**config.mk**
```make
export PLATFORM = sky130hd
export DESIGN_NAME = tensor_frame_parser
export DESIGN_NICKNAME = d
export VERILOG_FILES = /design/src/sv/tfp_pkg.sv /design/src/sv/tfp_parse_core.sv /design/src/sv/tfp_result_queue.sv /design/src/sv/tensor_frame_parser.sv
export SDC_FILE = /design/constraint.sdc
export NUM_CORES = 1
export LEC_CHECK = 0
export BUFFER_PORTS_ARGS = -buffer_cell sky130_fd_sc_hd__buf_2
export CAP_MARGIN = 20
export CORE_ASPECT_RATIO = 1.2
export CORE_MARGIN = 2
export CORE_UTILIZATION = 25
export CTS_CLUSTER_SIZE = 25
export DETAILED_ROUTE_END_ITERATION = 12
export HOLD_SLACK_MARGIN = 0.08
export SYNTH_ARGS = -nofsm -noshare
export SYNTH_HDL_FRONTEND = slang
export SYNTH_SLANG_ARGS = --single-unit
```
**constraint.sdc**
```tcl
create_clock -name aclk -period 11.9 [get_ports aclk]
set_input_delay 2.38 -clock aclk [delete_from_list [all_inputs] [get_ports aclk]]
set_output_delay 2.38 -clock aclk [all_outputs]
set_load 0.03 [all_outputs]
```
**src/sv/tfp_pkg.sv**
```systemverilog
// ----------------------------------------------------------------------------
// tfp_pkg
// Shared types and constants for the tensor frame parser: result kinds,
// error codes, header bytes and the result record passed to the output queue.
// ----------------------------------------------------------------------------
package tfp_pkg;

    localparam int unsigned DataByteWidth  = 8;
    localparam int unsigned KindWidth      = 3;
    localparam int unsigned ValueWidth     = 64;
    localparam int unsigned ErrorWidth     = 4;
    localparam int unsigned ResultDataBits = 72;   // kind, value, error_code, pad
    localparam int unsigned QueueDepth     = 4;

    // result kinds
    localparam logic [KindWidth-1:0] KIND_DIMS  = 3'd0;
    localparam logic [KindWidth-1:0] KIND_SHAPE = 3'd1;
    localparam logic [KindWidth-1:0] KIND_COUNT = 3'd2;
    localparam logic [KindWidth-1:0] KIND_ELEM  = 3'd3;
    localparam logic [KindWidth-1:0] KIND_DONE  = 3'd4;
    localparam logic [KindWidth-1:0] KIND_ERROR = 3'd5;

    // error codes
    localparam logic [ErrorWidth-1:0] ERR_NONE        = 4'd0;
    localparam logic [ErrorWidth-1:0] ERR_SHORT_HDR   = 4'd1;
    localparam logic [ErrorWidth-1:0] ERR_MAGIC       = 4'd2;
    localparam logic [ErrorWidth-1:0] ERR_VERSION     = 4'd3;
    localparam logic [ErrorWidth-1:0] ERR_DTYPE       = 4'd4;
    localparam logic [ErrorWidth-1:0] ERR_TRUNC_DIMS  = 4'd5;
    localparam logic [ErrorWidth-1:0] ERR_TRUNC_SHAPE = 4'd6;
    localparam logic [ErrorWidth-1:0] ERR_TRUNC_COUNT = 4'd7;
    localparam logic [ErrorWidth-1:0] ERR_TRUNC_DATA  = 4'd8;

    // header bytes
    localparam logic [DataByteWidth-1:0] HDR_VERSION = 8'd1;
    localparam logic [DataByteWidth-1:0] HDR_DTYPE   = 8'd1;

    typedef struct packed {
        logic [KindWidth-1:0]  kind;
        logic [ValueWidth-1:0] value;
        logic [ErrorWidth-1:0] error_code;
        logic                  last;
    } result_t;

    // up to two results per byte, in order res0 then res1
    typedef struct packed {
        logic [1:0] count;
        result_t    res0;
        result_t    res1;
    } push_t;

    function automatic logic [DataByteWidth-1:0] magic_byte(input logic [1:0] idx);
        logic [DataByteWidth-1:0] b;
        case (idx)
            2'd0:    b = 8'h54;  // T
            2'd1:    b = 8'h45;  // E
            2'd2:    b = 8'h4E;  // N
            default: b = 8'h53;  // S
        endcase
        return b;
    endfunction

    function automatic result_t make_result(input logic [KindWidth-1:0]  kind,
                                            input logic [ValueWidth-1:0] value,
                                            input logic [ErrorWidth-1:0] err,
                                            input logic                  last);
        result_t r;
        r.kind       = kind;
        r.value      = value;
        r.error_code = err;
        r.last       = last;
        return r;
    endfunction

endpackage

```
**src/sv/tfp_parse_core.sv**
```systemverilog
// ----------------------------------------------------------------------------
// tfp_parse_core
// Input register plus the frame state machine; turns one byte into up to two
// result records per cycle while space_ok shows room in the result queue.
// ----------------------------------------------------------------------------
module tfp_parse_core (
    input  logic                               aclk,
    input  logic                               aresetn,
    input  logic                               in_valid,
    output logic                               in_ready,
    input  logic [tfp_pkg::DataByteWidth-1:0]  in_byte,
    input  logic                               in_eob,
    input  logic                               space_ok,
    output tfp_pkg::push_t                     push
);

    typedef enum logic [2:0] {
        PH_HEADER = 3'd0,
        PH_DIMS   = 3'd1,
        PH_SHAPE  = 3'd2,
        PH_COUNT  = 3'd3,
        PH_DATA   = 3'd4,
        PH_TRAIL  = 3'd5
    } phase_t;

    typedef enum logic [1:0] {
        FLT_NONE    = 2'd0,
        FLT_MAGIC   = 2'd1,
        FLT_VERSION = 2'd2,
        FLT_DTYPE   = 2'd3
    } fault_t;

    logic                               valid_reg;
    logic [tfp_pkg::DataByteWidth-1:0]  byte_reg;
    logic                               eob_reg;

    phase_t                             phase_reg, phase_next;
    logic [2:0]                         pos_reg, pos_next;
    logic [tfp_pkg::ValueWidth-1:0]     acc_reg, acc_next;
    logic [tfp_pkg::ValueWidth-1:0]     shape_left_reg, shape_left_next;
    logic [tfp_pkg::ValueWidth-1:0]     elem_left_reg, elem_left_next;
    fault_t                             fault_reg, fault_next;

    logic                               step;
    logic [2:0]                         lane;
    logic [tfp_pkg::ValueWidth-1:0]     acc_ins;
    logic [tfp_pkg::ValueWidth-1:0]     shape_dec;
    logic [tfp_pkg::ValueWidth-1:0]     elem_dec;
    logic [tfp_pkg::ErrorWidth-1:0]     trunc_err;
    logic [tfp_pkg::ErrorWidth-1:0]     fault_err;
    tfp_pkg::result_t                   res0, res1;
    logic [1:0]                         res_count;

    assign step     = valid_reg && space_ok;
    assign in_ready = !valid_reg || step;

    always_ff @(posedge aclk) begin
        if (!aresetn) begin
            valid_reg <= 1'b0;
        end else if (in_ready) begin
            valid_reg <= in_valid;
        end
    end

    always_ff @(posedge aclk) begin
        if (in_ready && in_valid) begin
            byte_reg <= in_byte;
            eob_reg  <= in_eob;
        end
    end

    // element words use only the low four lanes
    assign lane = (phase_reg == PH_DATA) ? {1'b0, pos_reg[1:0]} : pos_reg;

    always_comb begin
        for (int i = 0; i < 8; i++) begin
            acc_ins[8*i +: 8] = (lane == 3'(i)) ? byte_reg : acc_reg[8*i +: 8];
        end
    end

    assign shape_dec = shape_left_reg - 64'd1;
    assign elem_dec  = elem_left_reg - 64'd1;

    always_comb begin
        case (phase_reg)
            PH_DIMS:  trunc_err = tfp_pkg::ERR_TRUNC_DIMS;
            PH_SHAPE: trunc_err = tfp_pkg::ERR_TRUNC_SHAPE;
            default:  trunc_err = tfp_pkg::ERR_TRUNC_COUNT;
        endcase
    end

    always_comb begin
        unique case (fault_reg)
            FLT_MAGIC:   fault_err = tfp_pkg::ERR_MAGIC;
            FLT_VERSION: fault_err = tfp_pkg::ERR_VERSION;
            FLT_DTYPE:   fault_err = tfp_pkg::ERR_DTYPE;
            default:     fault_err = tfp_pkg::ERR_NONE;
        endcase
    end

    always_comb begin
        phase_next      = phase_reg;
        pos_next        = pos_reg;
        acc_next        = acc_reg;
        shape_left_next = shape_left_reg;
        elem_left_next  = elem_left_reg;
        fault_next      = fault_reg;
        res0            = '0;
        res1            = '0;
        res_count       = 2'd0;

        if (step) begin
            unique case (phase_reg)
                PH_HEADER: begin
                    // keep the first header fault only
                    if (fault_reg == FLT_NONE) begin
                        if (!pos_reg[2] && byte_reg != tfp_pkg::magic_byte(pos_reg[1:0])) begin
                            fault_next = FLT_MAGIC;
                        end else if (pos_reg == 3'd4 && byte_reg != tfp_pkg::HDR_VERSION) begin
                            fault_next = FLT_VERSION;
                        end else if (pos_reg == 3'd5 && byte_reg != tfp_pkg::HDR_DTYPE) begin
                            fault_next = FLT_DTYPE;
                        end
                    end
                    if (pos_reg == 3'd7) begin
                        pos_next = 3'd0;
                        if (fault_reg != FLT_NONE) begin
                            res0       = tfp_pkg::make_result(tfp_pkg::KIND_ERROR, '0,
                                                              fault_err, eob_reg);
                            res_count  = 2'd1;
                            phase_next = PH_TRAIL;
                        end else begin
                            phase_next = PH_DIMS;
                            if (eob_reg) begin
                                res0      = tfp_pkg::make_result(tfp_pkg::KIND_ERROR, '0,
                                                                 tfp_pkg::ERR_TRUNC_DIMS, 1'b1);
                                res_count = 2'd1;
                            end
                        end
                    end else begin
                        pos_next = pos_reg + 3'd1;
                        if (eob_reg) begin
                            res0      = tfp_pkg::make_result(tfp_pkg::KIND_ERROR, '0,
                                                             tfp_pkg::ERR_SHORT_HDR, 1'b1);
                            res_count = 2'd1;
                        end
                    end
                end

                PH_DIMS, PH_SHAPE, PH_COUNT: begin
                    if (pos_reg != 3'd7) begin
                        acc_next = acc_ins;
                        pos_next = pos_reg + 3'd1;
                        if (eob_reg) begin
                            res0      = tfp_pkg::make_result(tfp_pkg::KIND_ERROR, '0,
                                                             trunc_err, 1'b1);
                            res_count = 2'd1;
                        end
                    end else begin
                        acc_next = '0;
                        pos_next = 3'd0;
                        if (phase_reg == PH_DIMS) begin
                            res0            = tfp_pkg::make_result(tfp_pkg::KIND_DIMS,
                                                                   acc_ins, tfp_pkg::ERR_NONE,
                                                                   1'b0);
                            shape_left_next = acc_ins;
                            phase_next      = (acc_ins != '0) ? PH_SHAPE : PH_COUNT;
                            res1            = tfp_pkg::make_result(tfp_pkg::KIND_ERROR, '0,
                                                  (acc_ins != '0) ? tfp_pkg::ERR_TRUNC_SHAPE
                                                                  : tfp_pkg::ERR_TRUNC_COUNT,
                                                  1'b1);
                            res_count       = eob_reg ? 2'd2 : 2'd1;
                        end else if (phase_reg == PH_SHAPE) begin
                            res0            = tfp_pkg::make_result(tfp_pkg::KIND_SHAPE,
                                                                   acc_ins, tfp_pkg::ERR_NONE,
                                                                   1'b0);
                            shape_left_next = shape_dec;
                            if (shape_dec == '0) begin
                                phase_next = PH_COUNT;
                            end
                            res1            = tfp_pkg::make_result(tfp_pkg::KIND_ERROR, '0,
                                                  (shape_dec != '0) ? tfp_pkg::ERR_TRUNC_SHAPE
                                                                    : tfp_pkg::ERR_TRUNC_COUNT,
                                                  1'b1);
                            res_count       = eob_reg ? 2'd2 : 2'd1;
                        end else begin
                            res0           = tfp_pkg::make_result(tfp_pkg::KIND_COUNT,
                                                                  acc_ins, tfp_pkg::ERR_NONE,
                                                                  1'b0);
                            elem_left_next = acc_ins;
                            if (acc_ins == '0) begin
                                res1       = tfp_pkg::make_result(tfp_pkg::KIND_DONE, '0,
                                                                  tfp_pkg::ERR_NONE, eob_reg);
                                res_count  = 2'd2;
                                phase_next = PH_TRAIL;
                            end else begin
                                res1       = tfp_pkg::make_result(tfp_pkg::KIND_ERROR, '0,
                                                                  tfp_pkg::ERR_TRUNC_DATA, 1'b1);
                                res_count  = eob_reg ? 2'd2 : 2'd1;
                                phase_next = PH_DATA;
                            end
                        end
                    end
                end

                PH_DATA: begin
                    if (pos_reg[1:0] != 2'd3) begin
                        acc_next = acc_ins;
                        pos_next = {1'b0, pos_reg[1:0]} + 3'd1;
                        if (eob_reg) begin
                            res0      = tfp_pkg::make_result(tfp_pkg::KIND_ERROR, '0,
                                                             tfp_pkg::ERR_TRUNC_DATA, 1'b1);
                            res_count = 2'd1;
                        end
                    end else begin
                        res0           = tfp_pkg::make_result(tfp_pkg::KIND_ELEM,
                                                              {32'd0, acc_ins[31:0]},
                                                              tfp_pkg::ERR_NONE, 1'b0);
                        acc_next       = '0;
                        pos_next       = 3'd0;
                        elem_left_next = elem_dec;
                        if (elem_dec == '0) begin
                            res1       = tfp_pkg::make_result(tfp_pkg::KIND_DONE, '0,
                                                              tfp_pkg::ERR_NONE, eob_reg);
                            res_count  = 2'd2;
                            phase_next = PH_TRAIL;
                        end else begin
                            res1      = tfp_pkg::make_result(tfp_pkg::KIND_ERROR, '0,
                                                             tfp_pkg::ERR_TRUNC_DATA, 1'b1);
                            res_count = eob_reg ? 2'd2 : 2'd1;
                        end
                    end
                end

                default: begin
                    // trailing bytes: drop until the buffer end
                end
            endcase

            // buffer end returns everything to the header phase
            if (eob_reg) begin
                phase_next      = PH_HEADER;
                pos_next        = 3'd0;
                acc_next        = '0;
                shape_left_next = '0;
                elem_left_next  = '0;
                fault_next      = FLT_NONE;
            end
        end
    end

    always_ff @(posedge aclk) begin
        if (!aresetn) begin
            phase_reg      <= PH_HEADER;
            pos_reg        <= 3'd0;
            acc_reg        <= '0;
            shape_left_reg <= '0;
            elem_left_reg  <= '0;
            fault_reg      <= FLT_NONE;
        end else begin
            phase_reg      <= phase_next;
            pos_reg        <= pos_next;
            acc_reg        <= acc_next;
            shape_left_reg <= shape_left_next;
            elem_left_reg  <= elem_left_next;
            fault_reg      <= fault_next;
        end
    end

    assign push.count = res_count;
    assign push.res0  = res0;
    assign push.res1  = res1;

endmodule

```
**src/sv/tfp_result_queue.sv**
```systemverilog
// ----------------------------------------------------------------------------
// tfp_result_queue
// Small result queue: takes up to two records a cycle, hands one a cycle to
// the output port while out_ready is high.
// ----------------------------------------------------------------------------
module tfp_result_queue #(
    parameter int unsigned DEPTH = tfp_pkg::QueueDepth
) (
    input  logic              aclk,
    input  logic              aresetn,
    input  tfp_pkg::push_t    push,
    output logic              space_ok,
    output logic              out_valid,
    input  logic              out_ready,
    output tfp_pkg::result_t  out_result
);

    localparam int unsigned PtrWidth = $clog2(DEPTH);
    localparam int unsigned CntWidth = $clog2(DEPTH + 1);

    tfp_pkg::result_t       entry_reg [DEPTH];
    logic [PtrWidth-1:0]    wptr_reg, wptr_next;
    logic [PtrWidth-1:0]    rptr_reg, rptr_next;
    logic [CntWidth-1:0]    count_reg, count_next;
    logic [PtrWidth-1:0]    wptr_plus1;
    logic                   pop;

    // room for a full two-record push
    assign space_ok   = count_reg <= CntWidth'(DEPTH - 2);
    assign out_valid  = count_reg != '0;
    assign out_result = entry_reg[rptr_reg];
    assign pop        = out_valid && out_ready;
    assign wptr_plus1 = wptr_reg + PtrWidth'(1);

    assign wptr_next  = wptr_reg + PtrWidth'(push.count);
    assign rptr_next  = pop ? rptr_reg + PtrWidth'(1) : rptr_reg;
    assign count_next = count_reg + CntWidth'(push.count) - CntWidth'(pop);

    always_ff @(posedge aclk) begin
        if (push.count != 2'd0) begin
            entry_reg[wptr_reg] <= push.res0;
        end
        if (push.count == 2'd2) begin
            entry_reg[wptr_plus1] <= push.res1;
        end
    end

    always_ff @(posedge aclk) begin
        if (!aresetn) begin
            wptr_reg  <= '0;
            rptr_reg  <= '0;
            count_reg <= '0;
        end else begin
            wptr_reg  <= wptr_next;
            rptr_reg  <= rptr_next;
            count_reg <= count_next;
        end
    end

endmodule

```
**src/sv/tensor_frame_parser.sv**
```systemverilog
// ----------------------------------------------------------------------------
// tensor_frame_parser
// Byte-serial parser for a binary tensor frame with a streaming interface.
// ----------------------------------------------------------------------------
// Feed the serialized buffer one byte per transaction on the s_ side, with
// s_tlast on the final byte. The parser checks the 8-byte header (magic TENS,
// version 1, dtype 1, two bytes ignored), then emits the little-endian 64-bit
// dimension count, each shape entry and the element count, followed by each
// 32-bit float element as raw bits in the low half of value, and a done
// result after the last element. A buffer that ends early yields an error
// result with last set; a bad header is reported on the eighth header byte,
// and a short header wins over a bad one. Bytes after done or an error are
// dropped silently until the buffer end, and every buffer end starts a fresh
// header. The element count is not checked against the shape. Rate: one byte
// is taken every cycle while the result queue has room; a byte passes the
// input register and then the result queue register before its first result
// appears. The output port drains one result per cycle while m_tready is high,
// so a byte that yields two results (a field closing together with done or
// with a buffer end) takes two output transfers; the input holds off only
// while the result queue (four entries by default) lacks room for two results.
// ----------------------------------------------------------------------------
module tensor_frame_parser #(
    parameter int unsigned QUEUE_DEPTH = tfp_pkg::QueueDepth
) (
    input  logic        aclk,
    input  logic        aresetn,

    input  logic        s_tvalid,
    output logic        s_tready,
    input  logic [7:0]  s_tdata,   // [7:0] data_byte
    input  logic        s_tlast,   // end_of_buffer

    output logic        m_tvalid,
    input  logic        m_tready,
    // [2:0] kind, [66:3] value, [70:67] error_code, [71] zero
    output logic [tfp_pkg::ResultDataBits-1:0] m_tdata,
    output logic        m_tlast    // last
);

    tfp_pkg::push_t   push;
    tfp_pkg::result_t head;
    logic             space_ok;

    // Register the byte, run the frame state machine, push results.
    tfp_parse_core u_core (
        .aclk     (aclk),
        .aresetn  (aresetn),
        .in_valid (s_tvalid),
        .in_ready (s_tready),
        .in_byte  (s_tdata),
        .in_eob   (s_tlast),
        .space_ok (space_ok),
        .push     (push)
    );

    // Hold results until the downstream side takes them.
    tfp_result_queue #(
        .DEPTH (QUEUE_DEPTH)
    ) u_queue (
        .aclk       (aclk),
        .aresetn    (aresetn),
        .push       (push),
        .space_ok   (space_ok),
        .out_valid  (m_tvalid),
        .out_ready  (m_tready),
        .out_result (head)
    );

    // Pack the result: kind in the lowest bits, then value, then error_code.
    assign m_tdata = {1'b0, head.error_code, head.value, head.kind};
    assign m_tlast = head.last;

endmodule
```
* Yosys cells after proc, flatten, opt, wreduce, memory -nomap -nowiden
Memories as Yosys holds them, arrays and structs flattened. A register that Yosys moved wholly into a read port is not among the register bits. Index checks and enable logic that the tools add are counted.
Storage, ports and cells: memories kept 1, logic and storage cells 183, RAM bits 288, input port bits 13, ROM bits 0, latch bits 0, flip-flop bits (word level) 217
Cells by class: add/subtract/negate cells 9, reduce and logical (&&, ||, !) cells 35, equal/unequal tests 32, magnitude comparators 1, shift-type cells 0, muxes and demuxes 93, bitwise logic cells 0, divide/modulo/power cells 0, multipliers 0
Memories:
- u_queue.entry_reg | words 4, width 72, rd ports 1, clocked after memory_dff 1, write ports 2, RTL line tfp_result_queue.sv:21 | tfp_pkg::result_t entry_reg [DEPTH];
Operators by type and width (count):
- $mux 72 | 15
- $mux 64 | 13
- $pmux 64 s2 | 2
- $pmux 72 s3 | 1
- $logic_not 64->1 | 3
- $pmux 72 s2 | 1
- $mux 70 | 2
- $reduce_bool 64->1 | 2
- $sub 64x1->64 const B | 2
- $mux 8 | 11
- $mux 71 | 1
- $mux 3 | 14
- $mux 2 | 18
- $pmux 3 s3 | 3
- $eq 3x3->1 const B | 8
- $ne 3x2->1 const B | 5
- $pmux 5 s3 | 1
- $eq 3x2->1 const B | 4
- $reduce_bool 2->1 | 5
- $mux 1 | 9
- $reduce_bool 3->1 | 3
- $eq 2x2->1 const B | 4
- $ne 8x1->1 const B | 1
- $ne 8x8->1 | 1
- other kinds (27) | 41

* Longest topological paths before layout
Gate-level depths: netlist of run 1.
depth after elaboration 14, mapped depth 16, mapped depth without buffers 15

* Hierarchy
Synthesis of run 1 repeated with hierarchy kept, for this count alone.
Second synthesis, totals: cells, all modules 2920, area, all modules 30247.8 sq um
Modules (own cells, without submodules):
- tfp_parse_core | area an instance 15464.8 sq um, times used 1, cells an instance 2170
- tfp_result_queue | area an instance 14771.7 sq um, times used 1, cells an instance 748
- tensor_frame_parser | area an instance 11.3 sq um, times used 1, cells an instance 2

* Least setup slack after synthesis of run 1
OpenSTA, ideal clock, no wires.
path kind reg-to-output, from register (tool-made name), to output port m_tdata[0] (netlist name), arrival time 1807 ps, path slack 7713 ps, cell stages (with the launch flop) 4, required time 9520 ps, cell sequence dfxtp_1 -> clkbuf_1 -> buf_1 -> mux4_2
RTL lines:
- to (decl) | RTL line tensor_frame_parser.sv:36 | output logic [tfp_pkg::ResultDataBits-1:0] m_tdata,

==> results of run 1 <==
-- area by class of cell --
cell class / instances / area, um2
clock inverters: 23 / 284
repair buffers: 137 / 811
clock buffers: 70 / 1530
flip-flops and latches: 507 / 10500
fillers: 11400 / 76200
multi-input cells: 2376 / 15300
well taps: 1396 / 1750
inverters: 42 / 163
-- metrics by stage --
stage                     hold slack (ns)  std cells  utilization [%]  total power [mW]
after floorplan                     0.427       3191                -              2.31
after global placement              0.438       4454             26.7              2.53
after detailed placement            0.445       4456             26.7              2.53
after CTS                           0.454       4549             28.4              4.29
after global routing                0.470       4551             28.5              4.41
final                               0.453       4551             28.5              4.27
-- where the power goes --
part           internal, mW  switching (mW)  total, mW
clock                  1.03           0.732       1.77
sequential             1.74          0.0663       1.80
combinational         0.227           0.469      0.696
-- worst register-to-register path, delay by kind of cell (launching register included) --
family          cells  cell delay, ns
simple gates        7            4.04
compound gates      1            0.59
buf+inv             2            0.42
flops               1            0.34
fa+ha+maj           1            0.25
xor+xnor            1            0.21
-- layout by cell type (no fill, tap or decap), types with 13 or more instances in the layout --
cell type | Yosys | routed
dfxtp_1 | 470 | 467
nor2_1 | 427 | 425
nand2_1 | 351 | 347
a21oi_1 | 249 | 248
a22o_1 | 189 | 189
o21ai_0 | 190 | 187
buf_2 | 18 | 86
nor3_1 | 77 | 72
mux4_2 | 72 | 72
nor4_1 | 69 | 69
a21o_1 | 66 | 66
nand3_1 | 62 | 62
mux2i_1 | 56 | 56
clkbuf_16 | 0 | 56
buf_4 | 1 | 50
a22oi_1 | 38 | 38
inv_1 | 38 | 37
edfxtp_1 | 37 | 37
nand4_1 | 36 | 36
a32oi_1 | 35 | 35
xnor2_1 | 33 | 33
o211ai_1 | 30 | 30
xor2_1 | 27 | 27
o22ai_1 | 27 | 27
or4_1 | 26 | 26
and2_1 | 24 | 24
or3_1 | 23 | 22
o31ai_1 | 23 | 22
and3_1 | 20 | 20
ha_1 | 17 | 17
or2_2 | 15 | 15
a31oi_1 | 13 | 13
-- layer usage --
| layer | GRT usage (%) | routed length [um] |
|---|---|---|
| met4 | 7.24 | 4060 |
| met5 | 0 | 21 |
| met1 | 21.5 | 40400 |
| met3 | 2.18 | 5970 |
| met2 | 28.9 | 47100 |
-- synthesized netlist by cell type, types with 62 or more instances --
cell type | n | share of area [%]
dfxtp_1 | 470 | 35
nor4_1 | 69 | 1.6
a21o_1 | 66 | 1.8
a21oi_1 | 249 | 4.6
o21ai_0 | 190 | 3.5
nor2_1 | 427 | 6.0
nor3_1 | 77 | 1.4
nand3_1 | 62 | 1.2
mux4_2 | 72 | 6.0
clkbuf_1 | 225 | 3.1
a22o_1 | 189 | 6.2
nand2_1 | 351 | 4.9
-- kinds of logic after synthesis --
family / after synthesis / synth area share [%]
AOI/OAI and AO/OA: 954 / 24.0
xor gates and xnor gates: 60 / 1.96
DFF: 507 / 39.1
muxes: 132 / 8.29
other: 1 / 0.0140
buffers and inverters: 308 / 4.54
and+or+nand+nor: 1211 / 21.2
adders and majority gates: 18 / 0.866
-- final timing paths --
check | to | cells past startpoint | from | slack, ns
max reg2reg | u_queue.entry_reg[1][0] | 12 | u_core.elem_left_reg[1] | 5.67
min | u_queue.entry_reg[3][25] | 2 | u_queue.entry_reg[3][25] | 0.45
max | u_queue.entry_reg[1][0] | 12 | u_core.elem_left_reg[1] | 5.67
min reg2reg | u_queue.entry_reg[3][25] | 2 | u_queue.entry_reg[3][25] | 0.45
==> results.sh, run 1 <==
export IMPL_rsz0062_at_grt="false"
export IMPL_layout_nets=3146
export IMPL_cts_sinks=507
export IMPL_critPathMaxFanout=67
export IMPL_dp_slack_ns=5.81
export IMPL_hold_violations=0
export IMPL_fin_ws_ns=5.67
export IMPL_ys_ff_latch=507
export IMPL_viasPerCell=5.52
export IMPL_cp_num_buf_inv=2
export IMPL_cts_root_buf="clkbuf_16"
export IMPL_remaining_drc_errors=0
export IMPL_ctsHoldBuffers=0
export IMPL_hold_class="register to register"
export IMPL_synthDistinctLibCells=89
export IMPL_critPathRequiredTime_ns=12.15
export IMPL_cap_viol_max_count=0
export IMPL_ys_warnings_count=0
export IMPL_drt_total_wl_um=97500
export IMPL_overflow=0
export IMPL_finalCritPeriodShare_pct=52.3
export IMPL_period_minus_slack_ns=6.23
export IMPL_cts_tree="done"
export IMPL_dr_first_iter_drc_count=2574
export IMPL_grt_max_degree=124
export IMPL_ys_seq_area_share_pct=39.1
export IMPL_firstDrtPassIters=8
export IMPL_ys_async_sr_fraction_pct=0
export IMPL_cp_slowest_cell="nor3_1"
export IMPL_slew_headroom_pct=16.2
export IMPL_setup_worst_path_start_class="register"
export IMPL_clk_path_buf_depth=3
export IMPL_dpl_cell_area_um2=28500
export IMPL_p_leak_nw=11.4
export IMPL_ir_drop_mv=0.0976
export IMPL_die_height_um=363
export IMPL_worst_pin_slew_ns=1.22
export IMPL_grt_pass1_wl_um=148000
export IMPL_crit_chain="inv_1, ha_1, nor3b_2, nand4_1, nor3_1, and3_1, xnor2_1, and4_1, nand4_1, o31a_2, buf_4, nor2_1"
export IMPL_synth_flop_cell="dfxtp_1"
export IMPL_powerDensity_nw_per_um2=141
export IMPL_tns_ns=0
export IMPL_slowest_delay_ns=0.91
export IMPL_cts_made_buffers=51
export IMPL_die_x_um=303
export IMPL_post_cts_setup_buffer_count=0
export IMPL_largest_reg_flops=288
export IMPL_max_freq_ghz=0.161
export IMPL_drv_slew=0
export IMPL_clk_latency_ns=0.62
export IMPL_arrival_ns=6.47
export IMPL_end_kind="register"
export IMPL_drive_gt1_share_pct=11.5
export IMPL_fp_dieArea_um2=110000
export IMPL_htreeDepth=2
export IMPL_synth_area_um2=26900
export IMPL_setup_viol=0
export IMPL_grt_antenna_before_repair=3
export IMPL_n_antenna_cell=0
export IMPL_skew_ns=0.0166
export IMPL_core_um2=107000
export IMPL_syn_area_per_cell_um2=8.42
export IMPL_gp_routability_congestion=0.972
export IMPL_path_common_cell="nand4_1"
export IMPL_grt_usage_pct=17.0
export IMPL_port_buffers=86
export IMPL_num_vias=25100
export IMPL_synth_edf_count=37
export IMPL_finish_instance_area_um2=30300
export IMPL_rows=131
export IMPL_syn_instance_count=3191
export IMPL_path_delay_family="simple AND/OR/NAND/NOR gates"
export IMPL_synth_nets=3222
export IMPL_setup_worst_path_class="register to register"
export IMPL_avgRoutedWirePerCell_um=21.4
export IMPL_grt_pass1_vias=23600
export IMPL_initial_core_util_pct=25.2
export IMPL_outcome="completed"
export IMPL_io_pins=88
export IMPL_path_clk_slew_ns=0.07
export IMPL_hpwl_um=65800
export IMPL_ant_nets=0
export IMPL_area_delta_synth_final_pct=12.8
export IMPL_cts_resized=0
No activity file was read; power rests on OpenSTA's default activity.
==> run 2, diff against run 1 <==
==> constraint.sdc (replaced) <==
create_clock -name aclk -period 5.2 [get_ports aclk]
set_input_delay 1.04 -clock aclk [delete_from_list [all_inputs] [get_ports aclk]]
set_output_delay 1.04 -clock aclk [all_outputs]
set_load 0.03 [all_outputs]
==> run 2 against run 1 <==
Effect of this change:
- core utilization rose by 0.52 points
- sequential power rose by 130%
- flip-flop and latch count unchanged
- cell count grew 1.5%
- critical path type unchanged
- largest cell class unchanged
==> results.sh, run 2 (synthesis results as in run 1) <==
export IMPL_final_cells=4619
export IMPL_dp_slack_ns=0.421
export IMPL_ir_drop_mv=0.245
export IMPL_cts_resized=0
export IMPL_post_cts_setup_buffer_count=0
export IMPL_hold_depth=2
export IMPL_slowest_delay_ns=0.58
export IMPL_core_um2=107000
export IMPL_fp_dieArea_um2=110000
export IMPL_grt_usage_pct=17.6
export IMPL_hold_class="register to register"
export IMPL_grt_antenna_before_repair=1
export IMPL_dpl_cell_area_um2=29100
export IMPL_tns_ns=0
export IMPL_grt_max_degree=118
export IMPL_crit_chain="nor4_2, and4_1, nand3_1, o31a_1, or2_2, a2111oi_1, nand4_1, o31a_1, ha_1, inv_1, fa_1, xnor2_1, nor2_1"
export IMPL_hold_slack_ns=0.451
export IMPL_setup_worst_path_class="register to register"
export IMPL_rows=131
export IMPL_clk_latency_ns=0.64
export IMPL_htreeDepth=2
export IMPL_cap_viol_max_count=0
export IMPL_port_buffers=86
export IMPL_die_x_um=303
export IMPL_period_minus_slack_ns=4.87
export IMPL_arrival_ns=5.34
export IMPL_gp_routability_congestion=0.983
export IMPL_io_pins=88
export IMPL_cts_tree="done"
export IMPL_critPathRequiredTime_ns=5.67
export IMPL_critPathMaxFanout=10
export IMPL_reg2regPathDepth=13
export IMPL_largest_reg_flops=288
export IMPL_remaining_drc_errors=0
export IMPL_skew_ns=0.0298
export IMPL_rsz0062_at_grt="false"
export IMPL_outcome="completed"
export IMPL_place_inst=4524
export IMPL_initial_core_util_pct=25.2
export IMPL_cts_sinks=507
export IMPL_path_common_cell="o31a_1"
export IMPL_dr_first_iter_drc_count=2959
export IMPL_final_common_cell="dfxtp_1"
export IMPL_overflow=0
export IMPL_die_height_um=363
export IMPL_ant_nets=0
export IMPL_viasPerCell=5.58
export IMPL_finish_instance_area_um2=30900
export IMPL_firstDrtPassIters=6
export IMPL_mostFrequentLayoutCells="467 x dfxtp_1, 425 x nor2_1, 349 x nand2_1"
export IMPL_powerDensity_nw_per_um2=318
export IMPL_clk_path_buf_depth=3
export IMPL_grt_pass1_vias=24500
export IMPL_end_kind="register"
export IMPL_num_vias=25800
export IMPL_area_delta_synth_final_pct=14.9
export IMPL_n_antenna_cell=0
export IMPL_hold_violations=0
export IMPL_setup_worst_path_start_class="register"
export IMPL_fin_ws_ns=0.325
export IMPL_slew_headroom_pct=21.1
export IMPL_p_leak_nw=11.7
export IMPL_max_freq_ghz=0.205
export IMPL_setup_viol=0
export IMPL_worst_pin_slew_ns=1.17
export IMPL_layout_nets=3213
export IMPL_path_clk_slew_ns=0.07
export IMPL_drive_gt1_share_pct=13.5
export IMPL_cts_root_buf="clkbuf_16"
export IMPL_cp_slowest_cell="nor4_2"
export IMPL_cts_made_buffers=52
export IMPL_avgRoutedWirePerCell_um=21.8
export IMPL_hpwl_um=68700
export IMPL_ctsHoldBuffers=0
export IMPL_grt_pass1_wl_um=152000
export IMPL_drv_slew=0
export IMPL_drt_total_wl_um=101000
export IMPL_finalCritPeriodShare_pct=93.7
[run 2: cell types whose count changed in the layout (fill, tap and decap cells not counted), moves of 3 or more]
cell        delta
bufinv_16      -3
clkinvlp_4     +4
buf_12         +6
clkbuf_1       -5
buf_4         +61
inv_6          +5
[run 2: final timing paths]
kind | startpoint | end | slack, ns
worst min register to register | u_queue.entry_reg[3][6] | u_queue.entry_reg[3][6] | 0.45
worst max register to register | u_core.elem_left_reg[21] | u_queue.count_reg[2] | 0.33
worst min-delay path | u_queue.entry_reg[3][6] | u_queue.entry_reg[3][6] | 0.45
worst max-delay path | u_core.elem_left_reg[21] | u_queue.count_reg[2] | 0.33
[run 2: metal layers]
metal  share of wire [%]  track usage (%)  vias to the layer above
li1                    -                -                    11800
met1                  40             22.1                    12600
met3                 6.9             2.68                      271
met5                   0                0                        -
met2                  48             29.4                     1159
met4                 5.2             8.77                        0
[run 2: final cells by class]
type                            count  area (um2)
Tap cell                         1396        1750
Timing Repair Buffer              203        1380
Fill cell                       11400       75700
Sequential cell                   507       10500
Clock inverter                     29         280
Inverter                           42         163
Multi-Input combinational cell   2376       15200
Clock buffer                       66        1530
[run 2: report_power, final]
group / switching [mW] / internal [mW]
registers: 0.143 / 3.98
logic: 1.12 / 0.588
clock network: 1.74 / 2.25
total: 3.01 / 6.81
[run 2: critical path, delay by kind of cell, from the launching register on]
family	cells	cell delay (ns)
compound gates	3	1.31
xor+xnor	1	0.18
fa+ha+maj	2	0.71
buf+inv	1	0.05
flops	1	0.42
simple gates	6	2.05
[run 2: through the flow]
| step | power, mW | utilization (%) |
|---|---|---|
| after floorplan | 5.28 | - |
| final | 9.82 | 29.0 |
| after global routing | 10.2 | 29.0 |
| after CTS | 9.88 | 29.0 |
| after detailed placement | 5.90 | 27.3 |
| after global placement | 5.90 | 27.3 |
